<file path="config.mk">
export PLATFORM = sky130hd
export DESIGN_NAME = utf8_validating_decoder_flat
export DESIGN_NICKNAME = d
export VERILOG_FILES = /design/src/design/utf8d_pkg.sv /design/src/design/utf8d_stream_if.sv /design/src/design/utf8_validating_decoder.sv /design/src/design/utf8d_step.sv /design/src/flat_wrapper.sv
export SDC_FILE = /design/constraint.sdc
export NUM_CORES = 1
export LEC_CHECK = 0
export BUFFER_PORTS_ARGS = -buffer_cell sky130_fd_sc_hd__buf_2
export CAP_MARGIN = 20
export CORE_MARGIN = 10
export CORE_UTILIZATION = 40
export DETAILED_ROUTE_END_ITERATION = 12
export GPL_TIMING_DRIVEN = 0
export HOLD_SLACK_MARGIN = 0.05
export SYNTH_ARGS = -nofsm -noshare
export SYNTH_HDL_FRONTEND = slang
export SYNTH_SLANG_ARGS = --single-unit
</file>
<file path="constraint.sdc">
create_clock -name clk_i -period 10.35 [get_ports clk_i]
set_clock_uncertainty 0.15 [all_clocks]
set_input_delay 2.07 -clock clk_i [delete_from_list [all_inputs] [get_ports clk_i]]
set_output_delay 2.07 -clock clk_i [all_outputs]
set_load 0.005 [all_outputs]
</file>
<file path="src/design/utf8d_pkg.sv">
package utf8d_pkg;

  localparam int unsigned MaxSeqBytes = 4;
  localparam int unsigned ContShift   = 6;

  localparam logic [20:0] Bound1 = 21'h000080;
  localparam logic [20:0] Bound2 = 21'h000800;
  localparam logic [20:0] Bound3 = 21'h010000;
  localparam logic [20:0] Bound4 = 21'h110000;
  localparam logic [20:0] SurrLo = 21'h00D800;
  localparam logic [20:0] SurrHi = 21'h00DFFF;

  typedef enum logic [2:0] {
    ERR_NONE     = 3'd0,
    ERR_STRAY    = 3'd1,
    ERR_BAD_CONT = 3'd2,
    ERR_RANGE    = 3'd3,
    ERR_SURR     = 3'd4,
    ERR_TOO_LONG = 3'd5,
    ERR_TRUNC    = 3'd6
  } err_e;

  typedef struct packed {
    logic [7:0] data_byte;
    logic       end_of_input;
  } in_t;

  typedef struct packed {
    logic [20:0] code_point;
    logic        is_end;
    err_e        error_code;
  } out_t;

  typedef struct packed {
    logic [2:0]  seen;
    logic [3:0]  wanted;
    logic [20:0] partial;
  } dec_state_t;

  typedef struct packed {
    logic valid;
    out_t data;
  } step_res_t;

endpackage

</file>
<file path="src/design/utf8d_stream_if.sv">
interface utf8d_stream_if #(
  parameter type T = logic
);
  logic valid;
  logic ready;
  T     data;

  modport source (output valid, output data, input ready);
  modport sink (input valid, input data, output ready);
endinterface

</file>
<file path="src/design/utf8_validating_decoder.sv">
// Streaming UTF-8 decoder that takes one byte word per clock and returns one result word
// for each completed sequence, each error and each end marker, with no result for a byte
// in the middle of a sequence; a word is accepted every cycle unless a stalled output
// holds it back. Each byte is registered in the input register, the sequence-state
// update runs between the input register and the output register, and the result is
// registered in the output register. There is no start-up delay after reset, and a
// stalled output holds its result while one more byte waits in the input register.
module utf8_validating_decoder
  import utf8d_pkg::*;
(
  input  logic                  clk_i,
  input  logic                  rst_ni,
  utf8d_stream_if.sink          in_i,
  utf8d_stream_if.source        out_o
);

  in_t        s1_q;
  logic       s1_vld_q;
  logic       s1_vld_d;
  dec_state_t st_q;
  dec_state_t st_d;
  out_t       res_q;
  logic       res_vld_q;
  logic       res_vld_d;
  step_res_t  step_res;
  logic       advance;
  logic       in_take;

  assign advance     = s1_vld_q && (!res_vld_q || out_o.ready);
  assign in_i.ready  = !s1_vld_q || advance;
  assign in_take     = in_i.valid && in_i.ready;
  assign out_o.valid = res_vld_q;
  assign out_o.data  = res_q;

  utf8d_step u_step (
    .state_i (st_q),
    .item_i  (s1_q),
    .state_o (st_d),
    .res_o   (step_res)
  );

  always_comb begin
    s1_vld_d = s1_vld_q;
    if (in_take) begin
      s1_vld_d = 1'b1;
    end else if (advance) begin
      s1_vld_d = 1'b0;
    end
  end

  always_comb begin
    res_vld_d = res_vld_q;
    if (advance) begin
      res_vld_d = step_res.valid;
    end else if (out_o.ready) begin
      res_vld_d = 1'b0;
    end
  end

  always_ff @(posedge clk_i or negedge rst_ni) begin
    if (!rst_ni) begin
      s1_vld_q  <= 1'b0;
      res_vld_q <= 1'b0;
      st_q      <= '0;
    end else begin
      s1_vld_q  <= s1_vld_d;
      res_vld_q <= res_vld_d;
      if (advance) begin
        st_q <= st_d;
      end
    end
  end

  always_ff @(posedge clk_i) begin
    if (in_take) begin
      s1_q <= in_i.data;
    end
    if (advance && step_res.valid) begin
      res_q <= step_res.data;
    end
  end

endmodule

</file>
<file path="src/design/utf8d_step.sv">
module utf8d_step
  import utf8d_pkg::*;
(
  input  dec_state_t state_i,
  input  in_t        item_i,
  output dec_state_t state_o,
  output step_res_t  res_o
);

  logic [3:0]  lead_n;
  logic        stop;
  dec_state_t  cand;
  logic        check;
  logic [20:0] lo;
  logic [20:0] hi;
  logic [7:0]  lead_mask;

  always_comb begin
    lead_n = '0;
    stop   = 1'b0;
    for (int i = 7; i >= 0; i--) begin
      if (!stop && item_i.data_byte[i]) begin
        lead_n = lead_n + 4'd1;
      end else begin
        stop = 1'b1;
      end
    end
  end

  assign lead_mask = 8'h7F >> lead_n;

  always_comb begin
    state_o                = state_i;
    res_o                  = '0;
    res_o.data.error_code  = ERR_NONE;
    cand                   = state_i;
    check                  = 1'b0;
    lo                     = '0;
    hi                     = Bound1;
    if (item_i.end_of_input) begin
      state_o               = '0;
      res_o.valid           = 1'b1;
      res_o.data.is_end     = 1'b1;
      res_o.data.error_code = (state_i.seen != 3'd0) ? ERR_TRUNC : ERR_NONE;
    end else if (state_i.seen == 3'd0) begin
      if (lead_n == 4'd1) begin
        state_o               = '0;
        res_o.valid           = 1'b1;
        res_o.data.error_code = ERR_STRAY;
      end else begin
        cand.wanted  = (lead_n == 4'd0) ? 4'd1 : lead_n;
        cand.partial = (lead_n == 4'd0) ? {13'd0, item_i.data_byte}
                                        : {13'd0, item_i.data_byte & lead_mask};
        cand.seen    = 3'd1;
        check        = 1'b1;
      end
    end else if (state_i.seen >= 3'(MaxSeqBytes)) begin
      state_o               = '0;
      res_o.valid           = 1'b1;
      res_o.data.error_code = ERR_TOO_LONG;
    end else if (item_i.data_byte[7:6] != 2'b10) begin
      state_o               = '0;
      res_o.valid           = 1'b1;
      res_o.data.error_code = ERR_BAD_CONT;
    end else begin
      cand.partial = {state_i.partial[20-ContShift:0], item_i.data_byte[ContShift-1:0]};
      cand.seen    = state_i.seen + 3'd1;
      check        = 1'b1;
    end

    case (cand.seen)
      3'd2: begin
        lo = Bound1;
        hi = Bound2;
      end
      3'd3: begin
        lo = Bound2;
        hi = Bound3;
      end
      3'd4: begin
        lo = Bound3;
        hi = Bound4;
      end
      default: begin
        lo = '0;
        hi = Bound1;
      end
    endcase

    if (check) begin
      if ({1'b0, cand.seen} == cand.wanted) begin
        state_o     = '0;
        res_o.valid = 1'b1;
        if (cand.partial < lo || cand.partial >= hi) begin
          res_o.data.error_code = ERR_RANGE;
        end else if (cand.partial >= SurrLo && cand.partial <= SurrHi) begin
          res_o.data.error_code = ERR_SURR;
        end else begin
          res_o.data.code_point = cand.partial;
        end
      end else begin
        state_o = cand;
      end
    end
  end

endmodule

</file>
<file path="src/flat_wrapper.sv">
// flat-port wrapper written by rule: the top's interface ports become plain ports
module utf8_validating_decoder_flat import utf8d_pkg::*;
  (clk_i, rst_ni, in_i_valid, in_i_data, in_i_ready, out_o_valid, out_o_data, out_o_ready);
  utf8d_stream_if #(.T(in_t)) in_i_i ();
  utf8d_stream_if #(.T(out_t)) out_o_i ();
  input  logic clk_i;
  input  logic rst_ni;
  input wire logic [$bits(in_i_i.valid)-1:0] in_i_valid;
  input wire logic [$bits(in_i_i.data)-1:0] in_i_data;
  output wire logic [$bits(in_i_i.ready)-1:0] in_i_ready;
  output wire logic [$bits(out_o_i.valid)-1:0] out_o_valid;
  output wire logic [$bits(out_o_i.data)-1:0] out_o_data;
  input wire logic [$bits(out_o_i.ready)-1:0] out_o_ready;
  assign in_i_i.valid = in_i_valid;
  assign in_i_i.data = in_i_data;
  assign in_i_ready = in_i_i.ready;
  assign out_o_valid = out_o_i.valid;
  assign out_o_data = out_o_i.data;
  assign out_o_i.ready = out_o_ready;
  utf8_validating_decoder u_core (.clk_i(clk_i), .rst_ni(rst_ni), .in_i(in_i_i), .out_o(out_o_i));
endmodule
</file>
; Word level (Yosys, flattened, before mapping)
; Index checks and enable logic that the tools add are counted.
[totals]
in_bits = 13
reg_bits = 64
[op_classes]
shifts = 1
mux = 64
reduce_logical = 30
bitwise_logic = 3
order_cmp = 5
eq_ne = 7
addsub = 8
[ops]
columns = op, count
row1 = two-way mux 28 bit, 9
row2 = two-way mux 21 bit, 5
row3 = case mux 21 bit (3 select lines), 1
row4 = case mux 17 bit (3 select lines), 1
row5 = two-way mux 22 bit, 2
row6 = two-way mux 4 bit, 9
row7 = two-way mux 3 bit, 11
row8 = "adder 4 x 1 -> 4 bit, second input constant", 7
row9 = two-way mux 1 bit, 24
row10 = ">= comparator 21 x 16 -> 1 bit, second input constant", 1
row11 = >= comparator 21 bit, 1
row12 = "less-or-equal comparator 21 x 16 -> 1 bit, second input constant", 1
row13 = less-than comparator 21 bit, 1
row14 = logical AND 1 bit, 11
row15 = AND 8 bit, 1
row16 = zero test 1 bit, 8
row17 = two-way mux 8 bit, 1
row18 = "right shift 7 x 4 -> 8 bit, first input constant", 1
row19 = "equality test 3 x 2 -> 1 bit, second input constant", 2
row20 = nonzero test 5 bit, 1
row21 = equality test 3 x 4 -> 1 bit, 1
row22 = "equality test 4 x 1 -> 1 bit, second input constant", 1
row23 = zero test 4 bit, 1
row24 = "!= test 4 x 2 -> 1 bit, second input constant", 1
row25 = 12 further kinds, 16

; Depth between registers and ports, before layout
; Gate-level depths: netlist (run 1).
[depth]
depth_word = 34
depth_mapped = 37
ltp_nobuf = 35

; Cells and area by module
; Synthesis (run 1) repeated with hierarchy kept, for this count alone.
[unflattened]
cells_unflattened = 462
hier_area_um2 = 4518.1
[modules_own_cells]
columns = mod, cells_per_inst, seq_area_each_um2, area_per_inst_um2, n_inst
row1 = utf8_validating_decoder, 103, 1771.7, 2263.4, 1
row2 = utf8d_step, 359, 0.0, 2254.7, 1

; Worst setup path after synthesis (run 1)
; No wires, ideal clock.
[synth_timing]
path_kind = reg2reg
start = register u_core.s1_q[8] in the netlist's numbering
end = register u_core.res_q (netlist bit u_core.out_o.data[4]) (data pin)
path_stages_with_launch = 38
n_path_buf = 2
t_arrival_ns = 6.816
slack_ns = 3.111
cell_sequence = edfxtp_1 > nand2_1 > inv_1 > ha_1 > inv_1 > a21oi_1 > ha_1 > o21ai_0 > a21oi_1 > ha_1 > mux2_2 > o21ai_0 > a21oi_1 > ha_1 > mux2_1 > o221ai_1 > a21oi_1 > ha_1 > [... 2 more ...] > ha_1 > mux2i_1 > a21oi_1 > a2bb2oi_1 > a31oi_4 > nor2_2 > a31oi_1 > nor2_1 > inv_1 > ha_1 > a221oi_1 > o21ai_0 > a21oi_1 > a21o_1 > buf_2 > nand2b_1 > buf_2 > nor3_1
[synth_via]
elab_chain_cells = 29
elab_cells_between_ends = 71
classes_between = add/sub (7) / order compare (4) / eq/ne (6) / shift (1) / mux (33) / bitwise (3) / reduce/logical (17)
[synth_lines]
columns = item, line_no
row1 = start: declaration, utf8_validating_decoder.sv:17  ; in_t s1_q;
row2 = start signal: assignment, utf8_validating_decoder.sv:76  ; s1_q <= in_i.data;
row3 = "parallel branches: the longest is 29 deep, another holds adder 4 x 1 -> 4 bit", --
row4 = end signal: assignment, utf8_validating_decoder.sv:79  ; res_q <= step_res.data;
row5 = end: declaration, utf8_validating_decoder.sv:22  ; out_t res_q;
; Parallel ways; which one is timed is not known.
; A chain may end at the register's enable or synchronous reset.

; Worst setup path in the final report (run 1)
; Same ends and word-level chain as after synthesis.

==> results of run 1 <==
==> layer usage <==
layer | vias up | global-route usage [%]
met5 | - | 0
met4 | 0 | 5.08
met3 | 20 | 4.00
met2 | 139 | 26.6
met1 | 1968 | 22.2
li1 | 1883 | -
==> stage by stage <==
stage / setup WS, ns / area [um2]
6_report: 1.48 / 4930
5_1_grt: 0.942 / 4930
4_1_cts: 1.59 / 4930
3_5_place_dp: 1.67 / 4770
3_3_place_gp: 1.71 / 4770
2_1_floorplan: 3.11 / 4400
==> registers in the layout, indices dropped and copies added, names as in the netlist <==
| signal | count |
|---|---|
| u_core.st_q | 28 |
| u_core.s1_vld_q | 1 |
| u_core.s1_q | 9 |
| u_core.out_o.valid | 1 |
| u_core.out_o.data | 25 |
==> where the power goes <==
part           total (mW)  leakage (nW)  switching (mW)  internal (mW)
combinational       0.309          1.17           0.199          0.110
sequential          0.337         0.747          0.0222          0.315
clock               0.196        0.0834           0.103         0.0930
==> area by class of cell <==
cell class              count  area share (%)
repair buffers             39            3.96
clock buffers              13            3.02
flip-flops and latches     64            35.9
clock inverters             3           0.355
well taps                 140            3.55
plain buffers              29            3.30
inverters                  16            1.22
multi-input cells         353            48.7
==> path summary, 6_finish.rpt <==
| check | startpoint | to | slack (ns) | cells past startpoint |
|---|---|---|---|---|
| min | u_core.s1_q[0]$_DFFE_PP_ | u_core.out_o.data[3]$_DFFE_PP_ | 0.32 | 0 |
| min in group asynchronous | rst_ni | u_core.st_q[3]$_DFFE_PN0P_ | 1.60 | 1 |
| min reg2reg | u_core.s1_q[0]$_DFFE_PP_ | u_core.out_o.data[3]$_DFFE_PP_ | 0.32 | 0 |
| max in group asynchronous | rst_ni | u_core.s1_vld_q$_DFFE_PN0P_ | 7.97 | 1 |
| max | u_core.s1_q[8]$_DFFE_PP_ | u_core.out_o.data[4]$_SDFFCE_PP0P_ | 1.48 | 36 |
| max reg2reg | u_core.s1_q[8]$_DFFE_PP_ | u_core.out_o.data[4]$_SDFFCE_PP0P_ | 1.48 | 36 |
==> logic make-up after synthesis <==
kind of cell             Yosys count  synth area share, %
XOR/XNOR                           4                0.797
multiplexers                       7                 1.65
AND/OR/NAND/NOR                  173                 22.0
adder cells (fa/ha/maj)           14                 3.99
AO/OA/AOI/OAI                    155                 26.2
buffers and inverters             45                 5.07
flip-flops                        64                 40.3
==> cell usage in the layout (no fill, tap or decap), types with 7 or more instances in the layout <==
cell type / Yosys / final
and3_1: 7 / 7
a22o_1: 17 / 17
nand2b_1: 11 / 11
nor2_1: 17 / 17
edfxtp_1: 34 / 34
ha_1: 14 / 14
clkbuf_8: 0 / 10
nor3_1: 20 / 20
buf_2: 10 / 49
nand3_1: 18 / 18
nor2b_1: 8 / 8
nand2_1: 42 / 42
inv_1: 16 / 16
and2_1: 7 / 7
o21ai_0: 28 / 28
a21oi_1: 31 / 31
dfrtp_1: 30 / 30
clkbuf_1: 11 / 14
==> results.cfg, run 1 <==
[clock_network]
clock-sinks = 64
clk_pin_slew_worst_paths_ns = 0.09
htree_levels = 3
numCtsBuffers = 9
clock_path_buffers = 2
cts_tree = built
post_cts_resized = 0
worstSkewPairLatency_ns = 0.37
cts_root_buf = clkbuf_8
cts_hold_buf = 0
cts_setup_buffers = 0

[detailed_routing]
wl_per_cell_um = 20.2
met1_length_um = 6010
antenna_left = 0
dr.max_layer_used = met4
drt_iter0_markers = 369
wl_um = 13300
wl_met2_um = 6130
wl_met3_um = 915
drc = 0
num_vias = 4010
vias_per_cell = 6.10
firstDrtPassIters = 5

[synth]
synth-main-ff-cell = edfxtp_1
yosysSeqAreaShare_pct = 40.3
synth_seq_cells = 64
synth_area_leader_cell = edfxtp_1
synth_warnings = 0
ys_types = 83
synth_top_area_share_pct = 23.2
async_reset_ff_share_pct = 46.9
synthCells = 462
yosys-top-cells-area = edfxtp_1 23%, dfrtp_1 17%, ha_1 4.0%
syn_area_um2 = 4400
synth-edff-count = 34
synth_most_common_cell = nand2_1
avgSynthCellArea_um2 = 9.51
synth_top_cells_by_count = 42 x nand2_1, 34 x edfxtp_1, 31 x a21oi_1, 30 x dfrtp_1, 28 x o21ai_0
syn-num-nets = 489

[status]
outcome = finished, final reports clean

[placement]
gp_congestion = 0.947
dpl.cell_count = 641
dp_hpwl_um = 10000
port_buffers = 39

[timing]
tns_ns = 0
post-route-min-period_ns = 8.87
fmax_mhz = 113
slew_headroom_pct = 33.2
final-hold-violation-count = 0
timing.hold.ws_ns = 0.320
worst-slew-pin-transition_ns = 1.00
rsz0062_at_grt = no
setup_violations = 0
drv_slew = 0
min_period_over_period_pct = 85.7

[finish]
final_util_pct = 45.7
fill_cells = 1060
final_cell_count_no_fill = 657
multiInputGateArea_um2 = 2400
register_area_um2 = 1770
drive_gt1_share_pct = 17.6
fin_nets = 539
antenna_cells = 0
syn2layout_area_growth_pct = 12.2

[critical_path]
cp.buffers_inverters = 5
cp.arrival_ns = 8.80
path_class = reg2reg
required_ns = 10.28
cpMostUsedCell = ha_1
crit_family = compound AO/OA/AOI/OAI gates
critical_path.max_stage_delay_ns = 0.55
crit_fanout = 10
endpoint_kind = flop
start_kind = flop
cpMaxStageDelayCell = edfxtp_1

[floorplan]
io_pins = 40
dieWidth_um = 125
die_h_um = 125
row_count = 38
coreArea_um2 = 10800
dieArea_um2 = 15600
start_util_pct = 40.7

[global_routing]
grt-ovfl-total = 0
grt_pass1_wl_um = 21500
grt_max_degree = 31
track_usage_pct = 16.8
first_global_vias = 3875
antenna_found_initial = 0

[run]
cap_violations = 0

[min_path]
hold_path.class = reg2reg

[power_and_ir_drop]
totalPowerFinal_mw = 0.842
p_per_area_nw_per_um2 = 171
p_leak_nw = 2.00
vdd_drop_max_uv = 58.4
Power figures use the tool's default switching activity.
==> run 2, diff against run 1 <==
--- a/config.mk
+++ b/config.mk
@@ -7,11 +7,13 @@
 export LEC_CHECK = 0
 export BUFFER_PORTS_ARGS = -buffer_cell sky130_fd_sc_hd__buf_2
 export CAP_MARGIN = 20
+export CELL_PAD_IN_SITES_DETAIL_PLACEMENT = 1
+export CELL_PAD_IN_SITES_GLOBAL_PLACEMENT = 1
 export CORE_MARGIN = 10
 export CORE_UTILIZATION = 40
 export DETAILED_ROUTE_END_ITERATION = 12
-export GPL_TIMING_DRIVEN = 0
 export HOLD_SLACK_MARGIN = 0.05
+export PLACE_DENSITY_LB_ADDON = 0.1
 export SYNTH_ARGS = -nofsm -noshare
 export SYNTH_HDL_FRONTEND = slang
 export SYNTH_SLANG_ARGS = --single-unit
==> results.cfg, run 2 (synthesized netlist as in run 1, its figures left out) <==
[floorplan]
start_util_pct = 40.7
dieArea_um2 = 15600
die_h_um = 125
row_count = 38
dieWidth_um = 125
io_pins = 40
coreArea_um2 = 10800

[global_routing]
antenna_found_initial = 0
first_global_vias = 3913
grt_max_degree = 44
track_usage_pct = 18.1
grt_pass1_wl_um = 23000
grt-ovfl-total = 0

[clock_network]
cts_root_buf = clkbuf_8
htree_levels = 3
clk_pin_slew_worst_paths_ns = 0.08
cts_tree = built
post_cts_resized = 0
cts_setup_buffers = 0
worstSkewPairLatency_ns = 0.36
cts_hold_buf = 0
clock_path_buffers = 2
clock-sinks = 64
numCtsBuffers = 9

[critical_path]
required_ns = 10.28
start_kind = flop
cp.arrival_ns = 8.70
path_class = reg2reg
crit_fanout = 17
critical_path.max_stage_delay_ns = 0.51
cpMaxStageDelayCell = edfxtp_1
endpoint_kind = flop
cpMostUsedCell = ha_1

[finish]
top_register = u_core.st_q
drive_gt1_share_pct = 16.3
final_cell_count_no_fill = 631
fill_cells = 1252
fin_nets = 513
antenna_cells = 0
final_cell_mix = 42 x nand2_1, 39 x buf_2, 34 x edfxtp_1, 31 x a21oi_1, 30 x dfrtp_1
syn2layout_area_growth_pct = 10.0
largest_register_ffs = 28
final_common_cell = nand2_1

[placement]
dp_hpwl_um = 10600
gp_congestion = 0.918
dpl.cell_count = 615
port_buffers = 39
pre_cts_ws_ns = 1.71

[timing]
post-route-min-period_ns = 8.77
setup_violations = 0
slew_headroom_pct = 27.7
fmax_mhz = 114
tns_ns = 0
rsz0062_at_grt = no
drv_slew = 0
final-hold-violation-count = 0
min_period_over_period_pct = 84.8
worst-slew-pin-transition_ns = 1.08
finalWorstSetupSlack_ns = 1.58

[power_and_ir_drop]
switching_power_mw = 0.332
p_per_area_nw_per_um2 = 182
combPwrFrac_pct = 33.1
p_clk_share_pct = 27.6
pwr-share-seq_pct = 39.3
swShare_pct = 37.8
p_leak_nw = 1.94
vdd_drop_max_uv = 95.7
p_int_mw = 0.547

[status]
outcome = finished, final reports clean

[detailed_routing]
antenna_left = 0
drc = 0
wl_per_cell_um = 22.5
drt_iter0_markers = 394
firstDrtPassIters = 5
wl_um = 14200
num_vias = 3899
vias_per_cell = 6.18

[min_path]
hold_path.class = reg2reg

[run]
cap_violations = 0
[run 2: area by class of cell]
cell class | instances | area (um2) | share of cell area [%]
well taps | 140 | 175 | 3.62
inverters | 16 | 60.1 | 1.24
repair buffers | 42 | 218 | 4.50
clock buffers | 10 | 128 | 2.64
clock inverters | 6 | 83.8 | 1.73
multi-input cells | 353 | 2400 | 49.6
flip-flops and latches | 64 | 1770 | 36.6
[run 2: routing by layer]
layer / track usage (%) / up-vias / part of all wire [%]
met5: 0 / - / 0
met4: 3.93 / 0 / 0.97
met3: 4.09 / 12 / 5.4
met2: 28.0 / 107 / 45
met1: 25.0 / 1958 / 48
li1: - / 1822 / -
[run 2: power groups by stage]
stage | combinational [mW] | sequential (mW) | clock, mW
finish | 0.291 | 0.346 | 0.243
CTS | 0.291 | 0.346 | 0.247
detailed placement | 0.289 | 0.351 | 0
global placement | 0.285 | 0.349 | 0
floorplan | 0.203 | 0.339 | 0
global route | 0.323 | 0.351 | 0.256
[run 2: path summary, 6_finish.rpt]
path / depth (start not counted) / slack, ns / endpoint / start
min in group asynchronous: 1 / 1.63 / u_core.st_q[19]$_DFFE_PN0P_ / rst_ni
min reg2reg: 2 / 0.37 / u_core.st_q[24]$_DFFE_PN0P_ / u_core.st_q[24]$_DFFE_PN0P_
min: 2 / 0.37 / u_core.st_q[24]$_DFFE_PN0P_ / u_core.st_q[24]$_DFFE_PN0P_
max: 35 / 1.58 / u_core.out_o.data[16]$_SDFFCE_PP0P_ / u_core.s1_q[7]$_DFFE_PP_
max reg2reg: 35 / 1.58 / u_core.out_o.data[16]$_SDFFCE_PP0P_ / u_core.s1_q[7]$_DFFE_PP_
max in group asynchronous: 1 / 7.94 / u_core.st_q[1]$_DFFE_PN0P_ / rst_ni
[run 2: through the flow]
step	hold WS (ns)	cell area, um2	power (mW)	utilization, %
3_5_place_dp	0.360	4630	0.640	42.9
6_report	0.374	4840	0.880	44.8
3_3_place_gp	0.356	4630	0.633	42.9
4_1_cts	0.383	4840	0.884	44.8
5_1_grt	0.417	4840	0.929	44.8
2_1_floorplan	0.274	4400	0.543	-
[run 2: critical path: cells and delay by family (launching register included)]
| kind | cells | cell delay [ns] |
|---|---|---|
| buffers and inverters | 4 | 0.33 |
| AO/OA/AOI/OAI | 16 | 2.90 |
| multiplexers | 4 | 1.09 |
| adder cells (fa/ha/maj) | 7 | 2.18 |
| flip-flops | 1 | 0.51 |
| AND/OR/NAND/NOR | 4 | 1.34 |
